==> config.mk <==
export PLATFORM = sky130hd
export DESIGN_NAME = psu_fifo
export DESIGN_NICKNAME = d
export VERILOG_FILES = /design/src/hw/rtl/psu_fifo.sv
export SDC_FILE = /design/constraint.sdc
export NUM_CORES = 1
export LEC_CHECK = 0
export ABC_CLOCK_PERIOD_IN_PS = 5100
export BUFFER_PORTS_ARGS = -buffer_cell sky130_fd_sc_hd__buf_2
export CORE_UTILIZATION = 56
export CTS_CLUSTER_DIAMETER = 120
export CTS_CLUSTER_SIZE = 28
export DETAILED_ROUTE_END_ITERATION = 10
export PLACE_DENSITY = 0.89
export SKIP_CTS_REPAIR_TIMING = 1
export SYNTH_ARGS = -nofsm -noshare
export SYNTH_HDL_FRONTEND = slang
export SYNTH_SLANG_ARGS = --single-unit
==> constraint.sdc <==
create_clock -name clk_i -period 5.1 [get_ports clk_i]
set_clock_uncertainty 0.05 [all_clocks]
set_input_delay 1.275 -clock clk_i [delete_from_list [all_inputs] [get_ports clk_i]]
set_output_delay 1.275 -clock clk_i [all_outputs]
set_load 0.01 [all_outputs]
==> src/hw/rtl/psu_fifo.sv <==
// Two-entry queue between the front and the back of the unfilter.
// No dependencies; push and pop may happen in the same cycle.
module psu_fifo #(
  parameter int unsigned WIDTH = 32
) (
  input  logic             clk_i,
  input  logic             rst_ni,
  input  logic             push_i,
  input  logic [WIDTH-1:0] push_data_i,
  input  logic             pop_i,
  output logic [WIDTH-1:0] pop_data_o,
  output logic             full_o,
  output logic             empty_o
);

  logic [WIDTH-1:0] mem_q [2];
  logic             wr_ptr_q, wr_ptr_d;
  logic             rd_ptr_q, rd_ptr_d;
  logic [1:0]       count_q, count_d;

  always_comb begin
    wr_ptr_d = wr_ptr_q;
    rd_ptr_d = rd_ptr_q;
    count_d  = count_q;
    if (push_i) begin
      wr_ptr_d = ~wr_ptr_q;
    end
    if (pop_i) begin
      rd_ptr_d = ~rd_ptr_q;
    end
    case ({push_i, pop_i})
      2'b10:   count_d = count_q + 2'd1;
      2'b01:   count_d = count_q - 2'd1;
      default: count_d = count_q;
    endcase
  end

  always_ff @(posedge clk_i or negedge rst_ni) begin
    if (!rst_ni) begin
      wr_ptr_q <= 1'b0;
      rd_ptr_q <= 1'b0;
      count_q  <= 2'd0;
    end else begin
      wr_ptr_q <= wr_ptr_d;
      rd_ptr_q <= rd_ptr_d;
      count_q  <= count_d;
    end
  end

  always_ff @(posedge clk_i) begin
    if (push_i) begin
      mem_q[wr_ptr_q] <= push_data_i;
    end
  end

  assign pop_data_o = mem_q[rd_ptr_q];
  assign full_o     = (count_q == 2'd2);
  assign empty_o    = (count_q == 2'd0);

endmodule

==> metrics.yaml <==
dieArea_sq_um: 5000
cellInternalPower_mw: 1.20
grt_max_degree: 34
fin_nets: 230
required_ns: 3.77
yosysTopAreaCell: "edfxtp_1"
netSwitchingFraction_pct: 28.6
track_usage_pct: 17.5
gp_congestion: 0.687
grt_pass1_wl_mm: 6.24
power.density_nw_per_um2: 533
final_area_sq_um: 3150
synth_top_area_share_pct: 72.6
p_seq_share_pct: 50.8
cts_root_buffer: "clkbuf_8"
p_sw_mw: 0.480
row_count: 24
netlist_instances: 116
ant_nets: 0
pwr-share-comb_pct: 29.0
min_period_ns: 3.23
cap_viol_max_count: 0
io_buffer_count: 69
overflow: 0
final_max_slew_viol_count: 0
synth.distinct_cells: 13
peakVddDrop_v: 0.000456
clk_latency_ns: 0.32
netlist_area_sq_um: 2650
initial_utilization_pct: 59.5
status: "finished, violations left"
fin_tns_setup_ns: 0
fp.dieW_microns: 70.7
critPathLaunchType: "flip-flop"
area_growth_pct: 19.0
syn_nets: 153
cp-end-kind: "primary output"
synthXorXnorAreaFrac_pct: 1.65
p_leak_nw: 1.29
synth.area.top_cells: "edfxtp_1, mux2_4, dfrtp_1"
fin_util_pct: 70.9
synth_top_family_by_area: "multiplexers"
stdcell_count: 249
setup_viol: 0
ys_ff_latch: 68
synth_warnings: 0
hold_class: "reg2reg"
drt_first_pass_iters: 8
synth.avg_cell_area_sq_um: 22.8
viasPerCell: 5.14
clock_power_share_pct: 20.2
htree_levels: 3
placed_cell_area_sq_um: 3000
clk_pin_slew_ns: 0.06
drt_drc_violations_left: 10
synth_compound_area_share_pct: 0
whs_path_depth: 1
wl_per_cell_microns: 16.2
num_vias: 1280
failed_checks: "DRC"
synthSimpleGateAreaFrac_pct: 0.898
critical_path_class: "reg2out"
cp_max_fo: 33
r2r_cells: 1
core-area_sq_um: 4440
pin_count: 70
cts_num_sinks: 68
diodes: 0
antenna_found_initial: 0
max-slew-margin-rel_pct: 33.2
drt_iter0_drc: 104
finalHoldViolations: 0
critPathArrivalTime_ns: 1.91
fin_crit_sh_pct: 63.4
rsz0062_at_grt: "no"
clock_path_buffers: 2
synth_seq_area_share_pct: 76.4
die_h_microns: 70.7
placed_cells: 234
cts_tree: "built"
grt_pass1_vias: 1314
wirelength_mm: 4.04
worst_slew_pin_slew_ns: 1.00
synthAdderAreaFrac_pct: 0.473
fmax_mhz: 309
layout-drive-gt1-share_pct: 57.9
cts_buffers: 9
muxShareOfSynthArea_pct: 17.7
placed cells by master (no fill, tap or decap):
cell,instances
ha_1,1
xnor2_1,2
clkbuf_1,1
clkinv_2,1
nor2_4,1
dfrtp_1,3
xor2_1,3
nor2b_1,1
clkbuf_8,9
clkinv_1,4
mux2_4,29
and2_1,1
inv_1,1
nor2_1,2
buf_2,69
buf_4,1
edfxtp_1,64
dfrtp_2,1
mux2_2,3
worst paths after layout:
| check | startpoint | to | slack, ns |
|---|---|---|---|
| min reg2reg | count_q[1] | count_q[1] | 0.47 |
| min in group asynchronous | rst_ni | count_q[0] | 0.70 |
| max in group asynchronous | rst_ni | rd_ptr_q | 4.17 |
| max reg2reg | wr_ptr_q | mem_q[0][28] | 3.50 |
| min | count_q[1] | count_q[1] | 0.47 |
| max | rd_ptr_q | pop_data_o[0] | 1.87 |
cells by family (layout without fill, tap and decap cells):
family / Yosys count / in the layout
flip-flops: 68 / 68
multiplexers: 32 / 32
XOR/XNOR: 5 / 5
AND/OR/NAND/NOR: 5 / 5
buffers and inverters: 5 / 86
adder cells (fa/ha/maj): 1 / 1
sequential cells by signal, indices dropped and copies added (netlist names):
register / cells
mem_q: 64
count_q: 2
rd_ptr_q: 1
wr_ptr_q: 1
stage by stage:
step	total power [mW]	hold WS, ns	worst slack [ns]
after floorplan	1.23	0.403	1.95
after global placement	1.33	0.422	2.24
after detailed placement	1.35	0.466	2.21
after CTS	1.70	0.476	1.84
after global routing	1.75	0.493	1.78
final	1.68	0.467	1.87
power groups by stage:
| stage | logic [mW] | clock network, mW | registers, mW |
|---|---|---|---|
| after global routing | 0.518 | 0.369 | 0.865 |
| after global placement | 0.476 | 0 | 0.852 |
| after floorplan | 0.442 | 0 | 0.785 |
| after CTS | 0.491 | 0.349 | 0.855 |
| after detailed placement | 0.488 | 0 | 0.866 |
| final | 0.486 | 0.339 | 0.852 |
Yosys cell counts:
library cell and number:
mux2_4 29, dfrtp_1 4, nor2b_1 1, buf_6 1, nor2_1 3, inv_1 1
and2_1 1, buf_12 3, mux2_2 3, xor2_1 3, ha_1 1, xnor2_1 2
edfxtp_1 64
critical path, cell delays in order (launching register included):
cell,delay [ns]
dfrtp_2,1.03
mux2_2,0.41
buf_2,0.14
metal layers:
metal | global-route usage, % | share of wire [%] | up-vias
met1 | 21.1 | 41 | 609
met3 | 6.55 | 8.1 | 6
met2 | 28.7 | 50 | 64
li1 | - | - | 601
met5 | 0 | 0 | -
met4 | 7.33 | 1.3 | 0
layout make-up:
cell class | count | area [sq um]
Clock buffer | 10 | 128
Clock inverter | 5 | 20.0
Fill cell | 294 | 1290
Inverter | 1 | 3.75
Multi-Input combinational cell | 43 | 557
Sequential cell | 68 | 2020
Tap cell | 52 | 65.1
Timing Repair Buffer | 70 | 353
Power figures use the tool's default switching activity.
