[config.mk]
export PLATFORM = sky130hd
export DESIGN_NAME = psu_front
export DESIGN_NICKNAME = d
export VERILOG_FILES = /design/src/hw/rtl/psu_pkg.sv /design/src/hw/rtl/psu_front.sv
export SDC_FILE = /design/constraint.sdc
export NUM_CORES = 1
export LEC_CHECK = 0
export BUFFER_PORTS_ARGS = -buffer_cell sky130_fd_sc_hd__buf_2
export CORE_UTILIZATION = 41
export CTS_CLUSTER_SIZE = 10
export DETAILED_ROUTE_END_ITERATION = 10
export GPL_TIMING_DRIVEN = 0
export PLACE_DENSITY = 0.74
export SLEW_MARGIN = 20
export SYNTH_ARGS = -nofsm -noshare
export SYNTH_HDL_FRONTEND = slang
export SYNTH_SLANG_ARGS = --single-unit
[constraint.sdc]
create_clock -name clk_i -period 2.8 [get_ports clk_i]
set_input_delay 0.14 -clock clk_i [delete_from_list [all_inputs] [get_ports clk_i]]
set_output_delay 0.14 -clock clk_i [all_outputs]
set_load 0.03 [all_outputs]
[src/hw/rtl/psu_pkg.sv]
// Shared types, codes and the Paeth predictor for the PNG scanline unfilter.
// No dependencies; the top, front and back refer to this package by scoped name.
package psu_pkg;

  localparam int unsigned BYTE_W      = 8;
  localparam int unsigned BPP_W       = 4;
  localparam int unsigned ROW_BYTES_W = 15;

  // PNG filter types; codes above Paeth are folded to None on entry.
  typedef enum logic [2:0] {
    FILT_NONE  = 3'd0,
    FILT_SUB   = 3'd1,
    FILT_UP    = 3'd2,
    FILT_AVG   = 3'd3,
    FILT_PAETH = 3'd4
  } filter_e;

  // One data byte handed from the front to the back (column travels beside it).
  typedef struct packed {
    logic [BYTE_W-1:0] data;
    filter_e           filter;
    logic              first_row;
    logic              row_end;
  } entry_t;

  // Paeth predictor, ties go to a, then b, then c.
  function automatic logic [BYTE_W-1:0] paeth(input logic [BYTE_W-1:0] a,
                                              input logic [BYTE_W-1:0] b,
                                              input logic [BYTE_W-1:0] c);
    logic signed [BYTE_W+1:0] sa, sb, sc, da, db, dc;
    logic signed [BYTE_W+1:0] pa, pb, pc;
    sa = $signed({2'b00, a});
    sb = $signed({2'b00, b});
    sc = $signed({2'b00, c});
    // p - a = b - c, p - b = a - c, p - c = a + b - 2c
    da = sb - sc;
    db = sa - sc;
    dc = sa + sb - sc - sc;
    pa = (da < 0) ? -da : da;
    pb = (db < 0) ? -db : db;
    pc = (dc < 0) ? -dc : dc;
    if (pa <= pb && pa <= pc) begin
      return a;
    end else if (pb <= pc) begin
      return b;
    end else begin
      return c;
    end
  endfunction

endpackage

[src/hw/rtl/psu_front.sv]
// Front end: takes stream bytes, splits filter bytes from data bytes and
// tracks row position. Depends on psu_pkg.
module psu_front #(
  parameter int unsigned MAX_ROW_BYTES = 16384
) (
  input  logic                                  clk_i,
  input  logic                                  rst_ni,
  input  logic                                  accept_i,
  input  logic [psu_pkg::BYTE_W-1:0]            data_byte_i,
  input  logic                                  pass_start_i,
  input  logic [psu_pkg::ROW_BYTES_W-1:0]       row_bytes_i,
  output logic                                  push_o,
  output psu_pkg::entry_t                       entry_o,
  output logic [$clog2(MAX_ROW_BYTES)-1:0]      column_o
);

  localparam int unsigned AW   = $clog2(MAX_ROW_BYTES);
  localparam int unsigned CMPW = (AW + 1 > psu_pkg::ROW_BYTES_W) ? AW + 1
                                                                 : psu_pkg::ROW_BYTES_W;

  logic [AW-1:0]    column_q, column_d;
  psu_pkg::filter_e filter_q, filter_d;
  logic             awaiting_q, awaiting_d;
  logic             first_row_q, first_row_d;

  logic [CMPW-1:0]  rb_raw, rb_eff, next_col;
  logic             is_filter, row_end;

  assign rb_raw = CMPW'(row_bytes_i);

  always_comb begin
    if (rb_raw == '0) begin
      rb_eff = CMPW'(1);
    end else if (rb_raw > CMPW'(MAX_ROW_BYTES)) begin
      rb_eff = CMPW'(MAX_ROW_BYTES);
    end else begin
      rb_eff = rb_raw;
    end
  end

  assign next_col  = CMPW'(column_q) + CMPW'(1);
  assign row_end   = (next_col >= rb_eff);
  assign is_filter = pass_start_i | awaiting_q;

  always_comb begin
    column_d    = column_q;
    filter_d    = filter_q;
    awaiting_d  = awaiting_q;
    first_row_d = first_row_q;
    if (accept_i) begin
      if (is_filter) begin
        filter_d   = (data_byte_i > psu_pkg::BYTE_W'(psu_pkg::FILT_PAETH))
                     ? psu_pkg::FILT_NONE : psu_pkg::filter_e'(data_byte_i[2:0]);
        awaiting_d = 1'b0;
        column_d   = '0;
        if (pass_start_i) begin
          first_row_d = 1'b1;
        end
      end else if (row_end) begin
        column_d    = '0;
        awaiting_d  = 1'b1;
        first_row_d = 1'b0;
      end else begin
        column_d = next_col[AW-1:0];
      end
    end
  end

  always_ff @(posedge clk_i or negedge rst_ni) begin
    if (!rst_ni) begin
      column_q    <= '0;
      filter_q    <= psu_pkg::FILT_NONE;
      awaiting_q  <= 1'b1;
      first_row_q <= 1'b1;
    end else begin
      column_q    <= column_d;
      filter_q    <= filter_d;
      awaiting_q  <= awaiting_d;
      first_row_q <= first_row_d;
    end
  end

  assign push_o              = accept_i & ~is_filter;
  assign entry_o.data        = data_byte_i;
  assign entry_o.filter      = filter_q;
  assign entry_o.first_row   = first_row_q;
  assign entry_o.row_end     = row_end;
  assign column_o            = column_q;

endmodule

==> results.txt <==
- The total count of max-transition violations in the final report is 0.
- The worst register-to-register path ends at column_o[2].
* Highest cell delay on the worst timing path: about 420 ps
* Peak ir drop on the vdd network: around 0.22 mV
- STA puts the critical path data arrival time at just over 3000 ps.
- Number of enable flip-flop cells after synthesis: 0
- Setup clock skew after layout: 5.41 ps
- The critical path crosses 15 cells after its start point.
- RSZ-0062 raised after global routing: yes
* Floorplan core area: 3660 um^2
- Worst slack after detailed placement: -298 ps
- Vias: 1592
* Crit-path leading delay family: compound AO/OA/AOI/OAI gates
* Synth-to-Final Area Change: 46.1%
- The via count of the first global-routing pass was 1573.
- Using the TritonRoute via totals, the vias-per-cell ratio works out to just over 5.
* Final cycle utilization of the critical path: 1.04
* Filler cell count: 320
- The die is approximately 64 um wide.
* #FFs+latches synth: 19
* Area occupied by multi-input gates: about 1000 um^2
* Iteration-0 DRC count of the detailed router: just under 80
* Worst Path Class, Setup: reg -> reg
- Across the whole layout, storage elements account for roughly 490 um^2.
- Of all nets on the critical path, the largest fanout is 8.
* Hold violation count in the final report: 0
- After layout, the worst setup slack is -108 ps.
* Overall power consumption: between 600 and 700 uW
- Among all cell types in the netlist, the one instantiated most often is nand2_1.
* Overall routed net length: 4.04 mm
- Top cell type by total area after synthesis: dfrtp_1
- Path depth of the worst reg2reg path: 15
- In the final layout, the share of cells above drive strength 1 is 0.498.
- The signal on the critical path passes through ha_4 -> and3_4 -> and2_4 -> nand4_1 -> xnor2_2 -> inv_2 -> ha_4 -> and2_4 -> a221o_1 -> a21oi_2 -> buf_4 -> o211ai_4 -> buf_6 -> o21ai_1 -> o2bb2ai_1.
* Classification of the worst-slack hold path: in -> reg
- Relative slew margins: 0.649
- The worst register-to-register path begins at column_o[0].
* Floorplan row count: 22
* Overflow after GRT: 0
- Clock latency on the worst-skew pair: ~260 ps
- After detailed routing, the average wire length per cell comes to roughly 13 um.
- The worst setup path is launched from a register.
- Setup violations remaining at the end of the flow were counted as 13.
- Number of iterations in the first detailed-routing pass: 4
* Static power due to leakage: between 1 and 1.5 nW
- R2R Setup Slk: -110 ps
- In this run the most critical hold path is launched from data_byte_i[2].
* DP HPWL: 2.84 mm
- The initial antenna violation count is 0.
- After clock tree synthesis, the clock-pin slew on the worst setup and hold paths is 70 ps.
- In this run the worst setup path begins at column_o[0].
- Number of unique standard cell types used by synthesis: 39
* Placed instance count: ~280
* Share of async-settable or async-resettable flops after synthesis: 1.00
- Leaving out filler cells and counting taps, the final layout contains ~300.
* Leading post-synthesis cells by instance count: nand2_1 (18), dfrtp_1 (17), inv_1 (17), ha_1 (16), o21ai_0 (12)
- Most used flip-flop cell after synthesis: dfrtp_1
- The die is 63.6 um tall.
* Warnings from Yosys: 0
* Area share of the leading cell type in the synthesized netlist: 0.273
- Run status: complete, but fails checks
- Netlist area before placement: 1560 um^2
* Root buffer cell: clkbuf_8
* Gpl congestion: 0.792
- Average cell area after synthesis: about 9 um^2
* H-tree depth: 1
* Cell type of the slowest stage on the worst timing path: dfrtp_2
- In this run the tool buffered the top-level ports with 53 buffer cells.
* Largest cells by area after synthesis: dfrtp_1 (27%), ha_1 (13%), buf_4 (5.3%), xnor2_1 (5.1%), nand2_1 (4.3%)
- Violated checks: setup timing
- TritonCTS built the clock tree.
- 0 antenna diodes ended up in the layout.
- Synthesized instance count: approximately 180
* Power per cell area: 295 nW/um^2
* Data required, critical path: 2980 ps
* Total track usage: 0.214
- The worst setup path is captured at a register.
* I/O pin count: 55
* Net Count, Synth: 221
- Following the worst setup path forward leads to its endpoint at column_o[2].
* Starting utilization of the core area: 0.425
* Sequential element share of the synthesized area: 0.307
- At the end of the flow the core is filled with cells to 0.622.
* Achievable Freq: about 340 MHz
- In this run the remaining antenna-violating nets after routing total 0.
- Entering global routing, the biggest net connects 20 pins.
- Final min period: roughly 2900 ps
- The longest clock path from root to sink contains 2 buffers.
- For this design, the sink count on the clock tree is 19.
* Crit path buffers/inverters: 3
- Slew at the pin closest to its max-slew limit: just over 500 ps
- Max-cap violations in this run came to 0.
- The first global-routing pass estimated roughly 6.9 mm of wire.
- Inserted Clock Buffers: 3
- Die Area: 4050 um^2
* Fin nets: slightly above 300
- Total DRC errors in the routed layout: 0
kinds of logic after synthesis:
group / Yosys count / synth area share
AO/OA/AOI/OAI: 37 / 0.163
flip-flops: 19 / 0.307
buffers and inverters: 33 / 0.111
adder cells (fa/ha/maj): 16 / 0.129
XOR/XNOR: 11 / 0.0619
AND/OR/NAND/NOR: 61 / 0.222
multiplexers: 1 / 0.00643
cells in the final DEF, fill, tap and decap left out, types with 4 or more instances in the layout:
| cell type | netlist | final |
|---|---|---|
| o21ai_1 | 2 | 4 |
| and3_4 | 0 | 4 |
| clkbuf_1 | 4 | 4 |
| ha_4 | 0 | 5 |
| ha_1 | 16 | 11 |
| nand3_1 | 6 | 6 |
| a21o_1 | 4 | 4 |
| dfrtp_2 | 0 | 6 |
| a21oi_1 | 4 | 4 |
| o21ai_0 | 12 | 9 |
| buf_2 | 0 | 53 |
| buf_4 | 11 | 36 |
| nand2_1 | 18 | 16 |
| nand4_1 | 6 | 6 |
| a22o_1 | 4 | 4 |
| xnor2_1 | 9 | 6 |
| dfrtp_1 | 17 | 11 |
| inv_1 | 17 | 15 |
| nand2b_1 | 7 | 7 |
state kept, by name (all words and copies together) (netlist names):
register and cells:
column_o 14, awaiting_q 1, filter_q 3, first_row_q 1
repair_timing:
action / 4_1_cts / 5_1_grt
endpoints found under the hold margin: 17 / 0
pin swaps: 17 / 14
hold buffers: 1 / 0
setup endpoints to repair: 17 / 17
buffers inserted: 22 / 4
cloned: 1 / 0
resized for setup: 10 / 14
layer usage:
metal / global-route usage / share of wire / up-vias
met3: 0.0471 / 0.042 / 5
li1: - / - / 784
met1: 0.254 / 0.41 / 768
met4: 0.0625 / 0.0072 / 0
met5: 0 / 0 / -
met2: 0.380 / 0.54 / 35
power breakdown:
part | internal [mW] | switching, mW | total (mW)
clock network | 0.101 | 0.0887 | 0.190
registers | 0.283 | 0.0105 | 0.293
logic | 0.0842 | 0.104 | 0.188
area by class of cell:
class | instances | share of cell area
flip-flops and latches | 19 | 0.213
clock buffers | 4 | 0.0198
multi-input cells | 126 | 0.458
well taps | 48 | 0.0264
inverters | 17 | 0.0280
plain buffers | 14 | 0.0429
repair buffers | 81 | 0.212
stage by stage:
step,TNS (ps),hold slack [ps],cell area (um^2)
after floorplan,-406,-156,1590
after global placement,-2090,103,1920
after detailed placement,-2950,108,1920
after CTS,-882,138,2170
after global routing,-3430,142,2280
final,-791,141,2280
worst min-delay path by stage:
stage | to | slack [ps] | cells after the start
4_1_cts | filter_q[2] | 140 | 2
3_3_place_gp | column_o[6] | 100 | 1
2_1_floorplan | column_o[0] | -160 | 0
5_1_grt | filter_q[2] | 140 | 2
6_report | filter_q[2] | 140 | 2
3_5_place_dp | column_o[6] | 110 | 1
No activity file was read; power rests on OpenSTA's default activity.
